==> src/hw/rtl/aat_pkg.sv <==
// aat_pkg: shared types and codes for the alias/address table.
// No dependencies.
`default_nettype none
package aat_pkg;

  typedef enum logic [2:0] {
    REQ_ADD    = 3'd0,
    REQ_LOOKUP = 3'd1,
    REQ_UPDATE = 3'd2,
    REQ_DELETE = 3'd3,
    REQ_LOC    = 3'd4,
    REQ_LIST   = 3'd5
  } req_e;

  typedef enum logic [2:0] {
    ST_OK           = 3'd0,
    ST_ALIAS_EXISTS = 3'd1,
    ST_ADDR_EXISTS  = 3'd2,
    ST_NOT_FOUND    = 3'd3,
    ST_FULL         = 3'd4,
    ST_UNCHANGED    = 3'd5
  } status_e;

  typedef enum logic [3:0] {
    S_IDLE,
    S_SCAN_RD,
    S_SCAN_CHK,
    S_SHIFT_RD,
    S_SHIFT_WR,
    S_EMIT,
    S_WAIT
  } state_e;

  // controller to datapath
  typedef struct packed {
    logic       load;       // capture request
    logic       clr_idx;    // index to zero
    logic       inc_idx;    // index + 1
    logic       mem_rd;     // read entry at index (shift reads index + 1)
    logic       rd_next;    // read at index + 1
    logic       wr_new;     // write request entry at count
    logic       wr_addr;    // write new address at index
    logic       wr_shift;   // write read entry to index
    logic       cnt_inc;
    logic       cnt_dec;
    logic       note_hit;   // record match of scan
    logic       out_load;   // fill output register
    logic [2:0] out_sel;    // 0 echo request, 1 scanned entry, 2 empty not found
    logic [2:0] out_status;
    logic       out_last;
    logic       out_set_last;  // mark the held search item as final
    logic       out_zero_addr;
    logic       out_use_req_addr;
    logic       out_use_found;
  } cmd_t;

  // datapath to controller
  typedef struct packed {
    logic       idx_end;     // index >= count
    logic       next_end;    // index + 1 >= count
    logic       alias_eq;
    logic       addr_eq;
    logic       loc_eq;
    logic       any_alias;
    logic       any_addr;
    logic       full;
    logic       found_eq_addr; // found entry's address equals request address
    logic       emitted;       // a search result was sent
    logic [2:0] req;
  } sts_t;

  localparam logic [2:0] SEL_ECHO  = 3'd0;
  localparam logic [2:0] SEL_ENTRY = 3'd1;
  localparam logic [2:0] SEL_NONE  = 3'd2;

endpackage
`default_nettype wire

==> src/hw/rtl/aat_ram.sv <==
// aat_ram: generic single-port-write RAM with registered read.
// No dependencies.
`default_nettype none
module aat_ram #(
  parameter int Width = 8,
  parameter int Depth = 16
) (
  input  wire logic                     clk_i,
  input  wire logic                     we_i,
  input  wire logic [$clog2(Depth)-1:0] waddr_i,
  input  wire logic [Width-1:0]         wdata_i,
  input  wire logic [$clog2(Depth)-1:0] raddr_i,
  output logic      [Width-1:0]         rdata_o
);
  logic [Width-1:0] mem_q [Depth];

  always_ff @(posedge clk_i) begin
    if (we_i) mem_q[waddr_i] <= wdata_i;
    rdata_o <= mem_q[raddr_i];
  end
endmodule
`default_nettype wire

==> src/hw/rtl/aat_ctrl.sv <==
// aat_ctrl: request sequencer of the alias/address table.
// Depends on aat_pkg.
`default_nettype none
module aat_ctrl (
  input  wire logic           clk_i,
  input  wire logic           rst_ni,
  input  wire logic           in_valid_i,
  output logic                in_ready_o,
  output logic                out_valid_o,
  input  wire logic           out_ready_i,
  input  wire aat_pkg::sts_t  sts_i,
  output aat_pkg::cmd_t       cmd_o
);
  aat_pkg::state_e state_q, state_d;
  logic out_valid_q, out_valid_d;
  logic pend_q, pend_d;     // search item loaded but not yet posted
  logic fire_out;

  assign fire_out    = out_valid_q && out_ready_i;
  assign out_valid_o = out_valid_q;
  assign in_ready_o  = (state_q == aat_pkg::S_IDLE);

  // next state
  always_comb begin
    state_d = state_q;
    case (state_q)
      aat_pkg::S_IDLE: begin
        if (in_valid_i && (sts_i.req inside {[aat_pkg::REQ_ADD:aat_pkg::REQ_LIST]}))
          state_d = aat_pkg::S_SCAN_RD;
      end
      aat_pkg::S_SCAN_RD: begin
        state_d = sts_i.idx_end ? aat_pkg::S_EMIT : aat_pkg::S_SCAN_CHK;
      end
      aat_pkg::S_SCAN_CHK: begin
        if ((sts_i.req == aat_pkg::REQ_LOC && sts_i.loc_eq) || sts_i.req == aat_pkg::REQ_LIST)
          state_d = aat_pkg::S_WAIT;
        else if (sts_i.alias_eq && (sts_i.req inside
                 {aat_pkg::REQ_LOOKUP, aat_pkg::REQ_UPDATE, aat_pkg::REQ_DELETE}))
          state_d = (sts_i.req == aat_pkg::REQ_DELETE) ? aat_pkg::S_SHIFT_RD
                                                       : aat_pkg::S_EMIT;
        else state_d = aat_pkg::S_SCAN_RD;
      end
      aat_pkg::S_WAIT: begin
        if (!pend_q && (!out_valid_q || fire_out)) state_d = aat_pkg::S_SCAN_RD;
      end
      aat_pkg::S_SHIFT_RD: begin
        state_d = sts_i.next_end ? aat_pkg::S_EMIT : aat_pkg::S_SHIFT_WR;
      end
      aat_pkg::S_SHIFT_WR: state_d = aat_pkg::S_SHIFT_RD;
      aat_pkg::S_EMIT: begin
        if (!out_valid_q || fire_out) state_d = aat_pkg::S_IDLE;
      end
      default: state_d = aat_pkg::S_IDLE;
    endcase
  end

  // outputs
  always_comb begin
    logic is_srch;
    logic space;
    is_srch = (sts_i.req == aat_pkg::REQ_LOC) || (sts_i.req == aat_pkg::REQ_LIST);
    space   = !out_valid_q || fire_out;
    cmd_o = '0;
    out_valid_d = out_valid_q && !fire_out;
    pend_d = pend_q;
    case (state_q)
      aat_pkg::S_IDLE: begin
        cmd_o.load = in_valid_i;
        cmd_o.clr_idx = 1'b1;
      end
      aat_pkg::S_SCAN_RD: cmd_o.mem_rd = !sts_i.idx_end;
      aat_pkg::S_SCAN_CHK: begin
        cmd_o.note_hit = 1'b1;
        if (!(((sts_i.alias_eq && sts_i.req != aat_pkg::REQ_ADD)) && !is_srch))
          cmd_o.inc_idx = !is_srch ||
                          !((sts_i.req == aat_pkg::REQ_LOC && sts_i.loc_eq) ||
                            sts_i.req == aat_pkg::REQ_LIST);
      end
      aat_pkg::S_WAIT: begin
        if (pend_q) begin
          // a further match shows the held item is not the final one
          out_valid_d = 1'b1;
          pend_d = 1'b0;
        end else if (space) begin
          // hold the scanned entry until the scan shows whether it ends the run
          cmd_o.out_load = 1'b1;
          cmd_o.out_sel = aat_pkg::SEL_ENTRY;
          cmd_o.out_status = aat_pkg::ST_OK;
          cmd_o.inc_idx = 1'b1;
          pend_d = 1'b1;
        end
      end
      aat_pkg::S_SHIFT_RD: cmd_o.rd_next = !sts_i.next_end;
      aat_pkg::S_SHIFT_WR: begin
        cmd_o.wr_shift = 1'b1;
        cmd_o.inc_idx = 1'b1;
      end
      aat_pkg::S_EMIT: begin
        if (space) begin
          out_valid_d = 1'b1;
          cmd_o.out_load = 1'b1;
          cmd_o.out_last = 1'b1;
          cmd_o.out_sel = aat_pkg::SEL_ECHO;
          cmd_o.out_zero_addr = 1'b1;
          case (sts_i.req)
            aat_pkg::REQ_ADD: begin
              if (sts_i.any_alias) cmd_o.out_status = aat_pkg::ST_ALIAS_EXISTS;
              else if (sts_i.any_addr) cmd_o.out_status = aat_pkg::ST_ADDR_EXISTS;
              else if (sts_i.full) cmd_o.out_status = aat_pkg::ST_FULL;
              else begin
                cmd_o.out_status = aat_pkg::ST_OK;
                cmd_o.out_zero_addr = 1'b0;
                cmd_o.out_use_req_addr = 1'b1;
                cmd_o.wr_new = 1'b1;
                cmd_o.cnt_inc = 1'b1;
              end
            end
            aat_pkg::REQ_LOOKUP, aat_pkg::REQ_DELETE: begin
              if (!sts_i.any_alias) cmd_o.out_status = aat_pkg::ST_NOT_FOUND;
              else begin
                cmd_o.out_status = aat_pkg::ST_OK;
                cmd_o.out_zero_addr = 1'b0;
                cmd_o.out_use_found = 1'b1;
                cmd_o.cnt_dec = (sts_i.req == aat_pkg::REQ_DELETE);
              end
            end
            aat_pkg::REQ_UPDATE: begin
              if (!sts_i.any_alias) cmd_o.out_status = aat_pkg::ST_NOT_FOUND;
              else if (sts_i.found_eq_addr) cmd_o.out_status = aat_pkg::ST_UNCHANGED;
              else begin
                cmd_o.out_status = aat_pkg::ST_OK;
                cmd_o.out_zero_addr = 1'b0;
                cmd_o.out_use_req_addr = 1'b1;
                cmd_o.wr_addr = 1'b1;
              end
            end
            default: begin
              // search end: post the held item as final, or report nothing found
              if (sts_i.emitted) begin
                cmd_o.out_load = 1'b0;
                cmd_o.out_set_last = 1'b1;
                pend_d = 1'b0;
              end else begin
                cmd_o.out_sel = aat_pkg::SEL_NONE;
                cmd_o.out_status = aat_pkg::ST_NOT_FOUND;
              end
            end
          endcase
        end
      end
      default: ;
    endcase
  end

  always_ff @(posedge clk_i or negedge rst_ni) begin
    if (!rst_ni) begin
      state_q <= aat_pkg::S_IDLE;
      out_valid_q <= 1'b0;
      pend_q <= 1'b0;
    end else begin
      state_q <= state_d;
      out_valid_q <= out_valid_d;
      pend_q <= pend_d;
    end
  end

  // a final result loaded at the end of a request is posted
  assert property (@(posedge clk_i) disable iff (!rst_ni)
    (state_q == aat_pkg::S_EMIT && cmd_o.out_load) |=> out_valid_q)
    else $error("result not posted");
  assert property (@(posedge clk_i) disable iff (!rst_ni)
    (cmd_o.wr_new |-> !sts_i.full))
    else $error("append into full table");
  assert property (@(posedge clk_i) disable iff (!rst_ni)
    (out_valid_q && !out_ready_i) |=> out_valid_q)
    else $error("result dropped");
  assert property (@(posedge clk_i) disable iff (!rst_ni)
    pend_q |-> !out_valid_q)
    else $error("held item overlaps a posted one");
endmodule
`default_nettype wire

==> src/hw/rtl/aat_dp.sv <==
// aat_dp: entry storage, scan index, compares and output register.
// Depends on aat_pkg and aat_ram.
`default_nettype none
module aat_dp #(
  parameter int Capacity = 16
) (
  input  wire logic           clk_i,
  input  wire logic           rst_ni,
  input  wire logic [2:0]     req_type_i,
  input  wire logic [15:0]    alias_head_i,
  input  wire logic [63:0]    alias_tail_i,
  input  wire logic [31:0]    address_i,
  input  wire logic [15:0]    location_i,
  input  wire aat_pkg::cmd_t  cmd_i,
  output aat_pkg::sts_t       sts_o,
  output logic [2:0]          status_o,
  output logic [15:0]         out_alias_head_o,
  output logic [63:0]         out_alias_tail_o,
  output logic [31:0]         out_address_o,
  output logic                last_o
);
  localparam int AW = (Capacity > 1) ? $clog2(Capacity) : 1;
  localparam int CW = $clog2(Capacity + 1);
  localparam int EW = 112;

  logic [2:0]  req_q;
  logic [15:0] ah_q, loc_q;
  logic [63:0] at_q;
  logic [31:0] addr_q, found_addr_q;
  logic [CW-1:0] cnt_q, idx_q;
  logic hit_alias_q, hit_addr_q, emitted_q;
  logic [EW-1:0] rdata;
  logic [AW-1:0] raddr, waddr;
  logic [EW-1:0] wdata;
  logic we;
  logic [CW:0] idx_p1;

  assign idx_p1 = {1'b0, idx_q} + 1'b1;

  // storage: one word of alias head, tail and address
  always_comb begin
    raddr = cmd_i.rd_next ? idx_p1[AW-1:0] : idx_q[AW-1:0];
    we = cmd_i.wr_new || cmd_i.wr_addr || cmd_i.wr_shift;
    waddr = cmd_i.wr_new ? cnt_q[AW-1:0] : idx_q[AW-1:0];
    if (cmd_i.wr_shift) wdata = rdata;
    else wdata = {ah_q, at_q, addr_q};
  end

  aat_ram #(.Width(EW), .Depth(Capacity)) u_ram (
    .clk_i, .we_i(we), .waddr_i(waddr), .wdata_i(wdata),
    .raddr_i(raddr), .rdata_o(rdata)
  );

  always_ff @(posedge clk_i or negedge rst_ni) begin
    if (!rst_ni) begin
      cnt_q <= '0;
      idx_q <= '0;
      emitted_q <= 1'b0;
      hit_alias_q <= 1'b0;
      hit_addr_q <= 1'b0;
    end else begin
      if (cmd_i.cnt_inc) cnt_q <= cnt_q + 1'b1;
      if (cmd_i.cnt_dec) cnt_q <= cnt_q - 1'b1;
      if (cmd_i.clr_idx) idx_q <= '0;
      else if (cmd_i.inc_idx) idx_q <= idx_p1[CW-1:0];
      if (cmd_i.load) begin
        emitted_q <= 1'b0;
        hit_alias_q <= 1'b0;
        hit_addr_q <= 1'b0;
      end
      if (cmd_i.out_load && cmd_i.out_sel == aat_pkg::SEL_ENTRY) emitted_q <= 1'b1;
      if (cmd_i.note_hit) begin
        if (sts_o.alias_eq) hit_alias_q <= 1'b1;
        if (sts_o.addr_eq) hit_addr_q <= 1'b1;
      end
    end
  end

  // request and found address capture
  always_ff @(posedge clk_i) begin
    if (cmd_i.load) begin
      req_q <= req_type_i;
      ah_q <= alias_head_i;
      at_q <= alias_tail_i;
      addr_q <= address_i;
      loc_q <= location_i;
    end
    if (cmd_i.note_hit && sts_o.alias_eq) found_addr_q <= rdata[31:0];
  end

  // status toward the controller
  always_comb begin
    sts_o.idx_end  = (idx_q >= cnt_q);
    sts_o.next_end = (idx_p1 >= {1'b0, cnt_q});
    sts_o.alias_eq = (rdata[EW-1:32] == {ah_q, at_q});
    sts_o.addr_eq  = (rdata[31:0] == addr_q);
    sts_o.loc_eq   = (rdata[31:16] == loc_q);
    sts_o.any_alias = hit_alias_q;
    sts_o.any_addr = hit_addr_q;
    sts_o.full = (cnt_q >= CW'(Capacity));
    sts_o.found_eq_addr = (found_addr_q == addr_q);
    sts_o.emitted = emitted_q;
    sts_o.req = cmd_i.load ? req_type_i : req_q;
  end

  // output register; a held search item only gets its last flag set
  always_ff @(posedge clk_i) begin
    if (cmd_i.out_load) begin
      status_o <= cmd_i.out_status;
      last_o <= cmd_i.out_last;
      case (cmd_i.out_sel)
        aat_pkg::SEL_ENTRY: begin
          out_alias_head_o <= rdata[EW-1:96];
          out_alias_tail_o <= rdata[95:32];
          out_address_o <= rdata[31:0];
        end
        aat_pkg::SEL_NONE: begin
          out_alias_head_o <= '0;
          out_alias_tail_o <= '0;
          out_address_o <= '0;
        end
        default: begin
          out_alias_head_o <= ah_q;
          out_alias_tail_o <= at_q;
          if (cmd_i.out_zero_addr) out_address_o <= '0;
          else if (cmd_i.out_use_found) out_address_o <= found_addr_q;
          else out_address_o <= addr_q;
        end
      endcase
    end else if (cmd_i.out_set_last) begin
      last_o <= 1'b1;
    end
  end

  assert property (@(posedge clk_i) disable iff (!rst_ni)
    cnt_q <= CW'(Capacity)) else $error("count over capacity");
  assert property (@(posedge clk_i) disable iff (!rst_ni)
    cmd_i.cnt_dec |-> cnt_q != '0) else $error("count underflow");
  assert property (@(posedge clk_i) disable iff (!rst_ni)
    cmd_i.wr_shift |-> idx_p1 < {1'b0, cnt_q}) else $error("shift past end");
endmodule
`default_nettype wire

==> src/hw/rtl/alias_address_table.sv <==
// alias_address_table: top level, joins controller and datapath.
// Depends on aat_pkg, aat_ctrl, aat_dp, aat_ram.
//
//  channel | dir | tdata fields (low bit up)                         | tuser
//  s_axis  | in  | alias_head, alias_tail, address, location         | req_type
//  m_axis  | out | out_alias_head, out_alias_tail, out_address       | status, tlast=last
//
// A request scans the entries (scan read, scan check) and ends in the emit
// state; delete first shifts each later entry down (shift read, shift write).
// The scan uses the single registered read port of the entry RAM. Search holds
// each matching item in the output register until the next match or the end
// of the scan settles its last flag, and pauses while the register is full.
// Reset clears the entry count but not the RAM; no clearing pass is needed.
`default_nettype none
module alias_address_table #(
  parameter int Capacity = 16
) (
  input  wire logic         clk_i,
  input  wire logic         rst_ni,
  input  wire logic         s_axis_tvalid,
  output logic              s_axis_tready,
  input  wire logic [127:0] s_axis_tdata,  // alias_head, alias_tail, address, location
  input  wire logic [2:0]   s_axis_tuser,  // req_type
  output logic              m_axis_tvalid,
  input  wire logic         m_axis_tready,
  output logic [111:0]      m_axis_tdata,  // out_alias_head, out_alias_tail, out_address
  output logic [2:0]        m_axis_tuser,  // status
  output logic              m_axis_tlast
);
  aat_pkg::cmd_t cmd;
  aat_pkg::sts_t sts;
  logic [15:0] oah;
  logic [63:0] oat;
  logic [31:0] oad;

  aat_ctrl u_ctrl (
    .clk_i, .rst_ni, .in_valid_i(s_axis_tvalid), .in_ready_o(s_axis_tready),
    .out_valid_o(m_axis_tvalid), .out_ready_i(m_axis_tready),
    .sts_i(sts), .cmd_o(cmd)
  );

  aat_dp #(.Capacity(Capacity)) u_dp (
    .clk_i, .rst_ni,
    .req_type_i(s_axis_tuser),
    .alias_head_i(s_axis_tdata[15:0]),
    .alias_tail_i(s_axis_tdata[79:16]),
    .address_i(s_axis_tdata[111:80]),
    .location_i(s_axis_tdata[127:112]),
    .cmd_i(cmd), .sts_o(sts),
    .status_o(m_axis_tuser),
    .out_alias_head_o(oah), .out_alias_tail_o(oat), .out_address_o(oad),
    .last_o(m_axis_tlast)
  );

  assign m_axis_tdata = {oad, oat, oah};
endmodule
`default_nettype wire
==> config.mk <==
export PLATFORM = sky130hd
export DESIGN_NAME = alias_address_table
export DESIGN_NICKNAME = d
export VERILOG_FILES = /design/src/hw/rtl/aat_pkg.sv /design/src/hw/rtl/aat_ram.sv /design/src/hw/rtl/aat_ctrl.sv /design/src/hw/rtl/aat_dp.sv /design/src/hw/rtl/alias_address_table.sv
export SDC_FILE = /design/constraint.sdc
export NUM_CORES = 2
export LEC_CHECK = 0
export BUFFER_PORTS_ARGS = -buffer_cell sky130_fd_sc_hd__buf_4
export CAP_MARGIN = 20
export CELL_PAD_IN_SITES_DETAIL_PLACEMENT = 1
export CELL_PAD_IN_SITES_GLOBAL_PLACEMENT = 1
export CORE_MARGIN = 3
export CORE_UTILIZATION = 50
export DETAILED_ROUTE_END_ITERATION = 8
export PLACE_DENSITY_LB_ADDON = 0.1
export SLEW_MARGIN = 15
export SYNTH_ARGS = -nofsm -noshare
export SYNTH_HDL_FRONTEND = slang
export SYNTH_SLANG_ARGS = --single-unit
==> constraint.sdc <==
create_clock -name clk_i -period 12.84 [get_ports clk_i]
set_input_delay 2.568 -clock clk_i [delete_from_list [all_inputs] [get_ports clk_i]]
set_output_delay 2.568 -clock clk_i [all_outputs]
set_load 0.02 [all_outputs]
==> out/metrics.yaml <==
die_w_microns: 434
setup_viol: 0
reg2reg_to: "u_dp.u_ram.rdata_o[11]$_DFF_P_"
synth_mux_area_frac: 0.0740
cts_resized: 0
io_pins: 253
areaGrowthSynthToFinish_pct: 13.0
cap_violations: 0
numCtsBuffers: 223
rows: 156
place.gp.congestion: 0.882
fp.coreArea_sq_um: 181000
initial_utilization: 0.505
synth-edff-count: 2068
hold_class: "reg -> reg"
max-slew-margin-rel: 0.192
grt_pass1_vias: 62700
hold_depth: 2
clkLatencyLatePin_ns: 0.89
ys_warn_count: 0
synthSimpleGateAreaFrac: 0.0692
nets: 6537
synth_area_leader_cell: "edfxtp_1"
dieArea_sq_um: 188000
cts_root_buffer: "clkbuf_16"
power_leakage_nw: 34.7
whs_ns: 0.525
wirelength_microns: 328000
max_clock_freq_ghz: 0.140
synth_top_area_frac: 0.678
slew_viol_final: 0
arrival_ns: 7.86
clkSlewWorstSetupHoldPaths_ns: 0.06
dp_hpwl_microns: 189000
grt_max_degree: 156
cp-endpoint: "u_dp.u_ram.rdata_o[11]$_DFF_P_"
vdd_ir_drop_max_mv: 0.327
hold_buffers: 0
fin_cells: 8963
synth_top_family_by_area: "compound AO/OA/AOI/OAI gates"
postRouteAntennaNets: 0
ys_seq_area_frac: 0.708
setup-tns-final_ns: 0
synth.distinct_cells: 80
die_h_microns: 434
drc: 0
drt-initial-drc-count: 7184
detail_route.vias_per_cell: 6.84
cts_tree: "yes"
cts_max_level: 4
synthTopCellsByArea: "edfxtp_1, mux2i_1, o221ai_1"
synth_nets: 6397
drt-pass1-iter-count: 6
grtUsageTotal: 0.344
placed_area_sq_um: 95900
yosys.area_share.xor_xnor: 0.0153
min_period_over_period: 0.555
dpl.cell_count: 8528
grt_setup_unrepaired: "no"
synth_area_sq_um: 91600
wire_per_inst_microns: 36.7
tightest_slew_ns: 1.21
syn_inst: 6246
synth-main-ff-cell: "edfxtp_1"
finalPower_mw: 24.1
io_buffers: 252
crit_required_ns: 13.56
hold_viol_final: 0
reg2reg_from: "u_dp.idx_q[0]$_DFFE_PN0P_"
crit_path_end_kind: "register"
final_area_sq_um: 103000
num_vias: 61400
path_max_fanout: 111
path_class: "reg -> reg"
crit_path_start_kind: "register"
clockBufferDepth: 3
post_cts_buffers: 0
synth_seq_cells: 2201
grt_pass1_wl_microns: 461000
antenna_found_initial: 12
clkSinkCount: 2201
reg2regPathDepth: 14
drive_gt1_frac: 0.137
synth-compound-area-share: 0.108
synthAdderAreaFrac: 0.00227
rrSetupSlack_ns: 5.71
period_needed_ns: 7.13
syn_avg_cell_area_sq_um: 14.7
crit_path_start: "u_dp.idx_q[0]$_DFFE_PN0P_"
async_flop_share: 0.00818
overflow: 0
powerDensity_nw_per_um2: 233
skew_ns: 0.0457
status: "complete, no violations"
[worst max-delay path, stage by stage (launching register included)]
cell	delay, ns
dfrtp_4	1.01
and2_1	0.52
nand2_1	0.14
nand2_1	0.11
o21ai_0	0.11
ha_1	0.37
a21o_1	0.23
a21o_1	0.43
nor4_2	0.47
or2_4	0.84
buf_12	0.78
buf_4	0.86
mux2i_1	0.27
o22ai_1	0.11
or4_1	0.56
[metal layers]
metal,vias up,global-route usage,part of all wire
li1,25200,-,-
met1,32000,0.430,0.37
met2,3324,0.555,0.47
met3,814,0.0584,0.080
met4,4,0.224,0.075
met5,-,0,0.000091
[cell families (layout without fill, tap and decap cells)]
group,after synthesis,in the layout
muxes,635,635
adders and majority gates,16,16
DFF,2201,2201
buffers and inverters,494,833
xor gates and xnor gates,160,160
other,0,8
and+or+nand+nor,1370,1370
AOI/OAI and AO/OA,1370,1370
[layout by cell type (no fill, tap or decap), types with 22 or more instances in the layout]
cell type  synthesis  layout
a32oi_1           40      40
nand3_1          146     145
nor3_1           136     134
clkinv_1           1      31
a211oi_1          26      26
nand2_1          483     478
xor2_1            69      69
mux2i_1          539     539
nor4_1            33      32
clkinv_2           0      45
o221ai_1         274     274
xnor2_1           91      90
clkbuf_16          0     227
a22o_1            89      89
o211ai_1          28      28
o31ai_1           33      32
mux4_2            26      26
buf_4             13     363
o22ai_1          295     295
bufinv_16          0      24
a22oi_1          114     114
nand4_1           61      61
o21ai_0          206     205
a21oi_1          104     104
clkbuf_8           0      22
dfxtp_1          115     115
clkbuf_1         261      62
nor2_1           328     310
or3_1             51      50
mux2_2            68      68
edfxtp_1        2068    2068
or4_1             71      71
[cells in the mapped netlist, types with 8 or more instances]
cell type / count
a2111o_1: 10
a2111oi_0: 20
a211o_1: 8
a211oi_1: 26
a21o_1: 19
a21oi_1: 104
a221oi_1: 21
a22o_1: 89
a22oi_1: 114
a31oi_1: 8
a32oi_1: 40
and2_1: 18
buf_1: 58
buf_2: 130
buf_4: 13
clkbuf_1: 261
dfrtp_1: 18
dfxtp_1: 115
edfxtp_1: 2068
ha_1: 15
inv_1: 22
mux2_2: 68
mux2i_1: 539
mux4_2: 26
nand2_1: 483
nand2b_1: 10
nand3_1: 146
nand4_1: 61
nor2_1: 328
nor2b_1: 11
nor3_1: 136
nor4_1: 33
o2111ai_1: 13
o211ai_1: 28
o21ai_0: 206
o221a_2: 18
o221ai_1: 274
o22ai_1: 295
o31ai_1: 33
or3_1: 51
or4_1: 71
xnor2_1: 91
xor2_1: 69
[state kept, by name (all words and copies together), names as in the netlist, 3 cells and up]
name	flops
u_dp.loc_q	16
u_dp.idx_q	5
u_dp.u_ram.mem_q	1792
u_ctrl.state_q	3
u_dp.found_addr_q	32
u_dp.status_o	3
u_dp.u_ram.rdata_o	112
u_dp.ah_q	16
u_dp.at_q	64
u_dp.out_alias_head_o	16
u_dp.cnt_q	5
u_dp.req_q	3
u_dp.out_alias_tail_o	64
u_dp.addr_q	32
u_dp.out_address_o	32
[worst min-delay path by stage]
| stage | start | endpoint | slack (ns) |
|---|---|---|---|
| floorplan | u_dp.u_ram.mem_q[0][0]$_DFFE_PP_ | u_dp.u_ram.rdata_o[0]$_DFF_P_ | 0.46 |
| global placement | u_dp.u_ram.mem_q[8][16]$_DFFE_PP_ | u_dp.u_ram.rdata_o[16]$_DFF_P_ | 0.48 |
| detailed placement | u_dp.u_ram.mem_q[0][48]$_DFFE_PP_ | u_dp.u_ram.rdata_o[48]$_DFF_P_ | 0.50 |
| CTS | u_dp.u_ram.mem_q[0][48]$_DFFE_PP_ | u_dp.u_ram.rdata_o[48]$_DFF_P_ | 0.52 |
| global route | u_dp.u_ram.rdata_o[15]$_DFF_P_ | u_dp.found_addr_q[15]$_DFFE_PP_ | 0.53 |
| finish | u_dp.u_ram.mem_q[8][80]$_DFFE_PP_ | u_dp.u_ram.rdata_o[80]$_DFF_P_ | 0.52 |
[area by class of cell]
class	instances	area (sq um)
Clock inverter	113	1240
Timing Repair Buffer	384	3140
Sequential cell	2201	64900
Clock buffer	311	6220
Fill cell	16800	77800
Inverter	25	101
Antenna cell	8	20.0
Tap cell	2370	2970
Multi-Input combinational cell	3551	24900
[metrics by stage]
step	setup slack [ns]	utilization
final	5.71	0.571
after global routing	5.45	0.571
after CTS	5.81	0.570
after detailed placement	5.00	0.529
after global placement	5.09	0.529
after floorplan	2.15	-
[power by group]
part           switching, mW  leakage (nW)  total (mW)  internal, mW
registers              0.761          19.8        9.80          9.04
logic                   5.34          11.2        7.61          2.27
clock network           2.83          3.66        6.69          3.86
total                   8.93          34.7        24.1          15.2
Power figures use the tool's default switching activity.
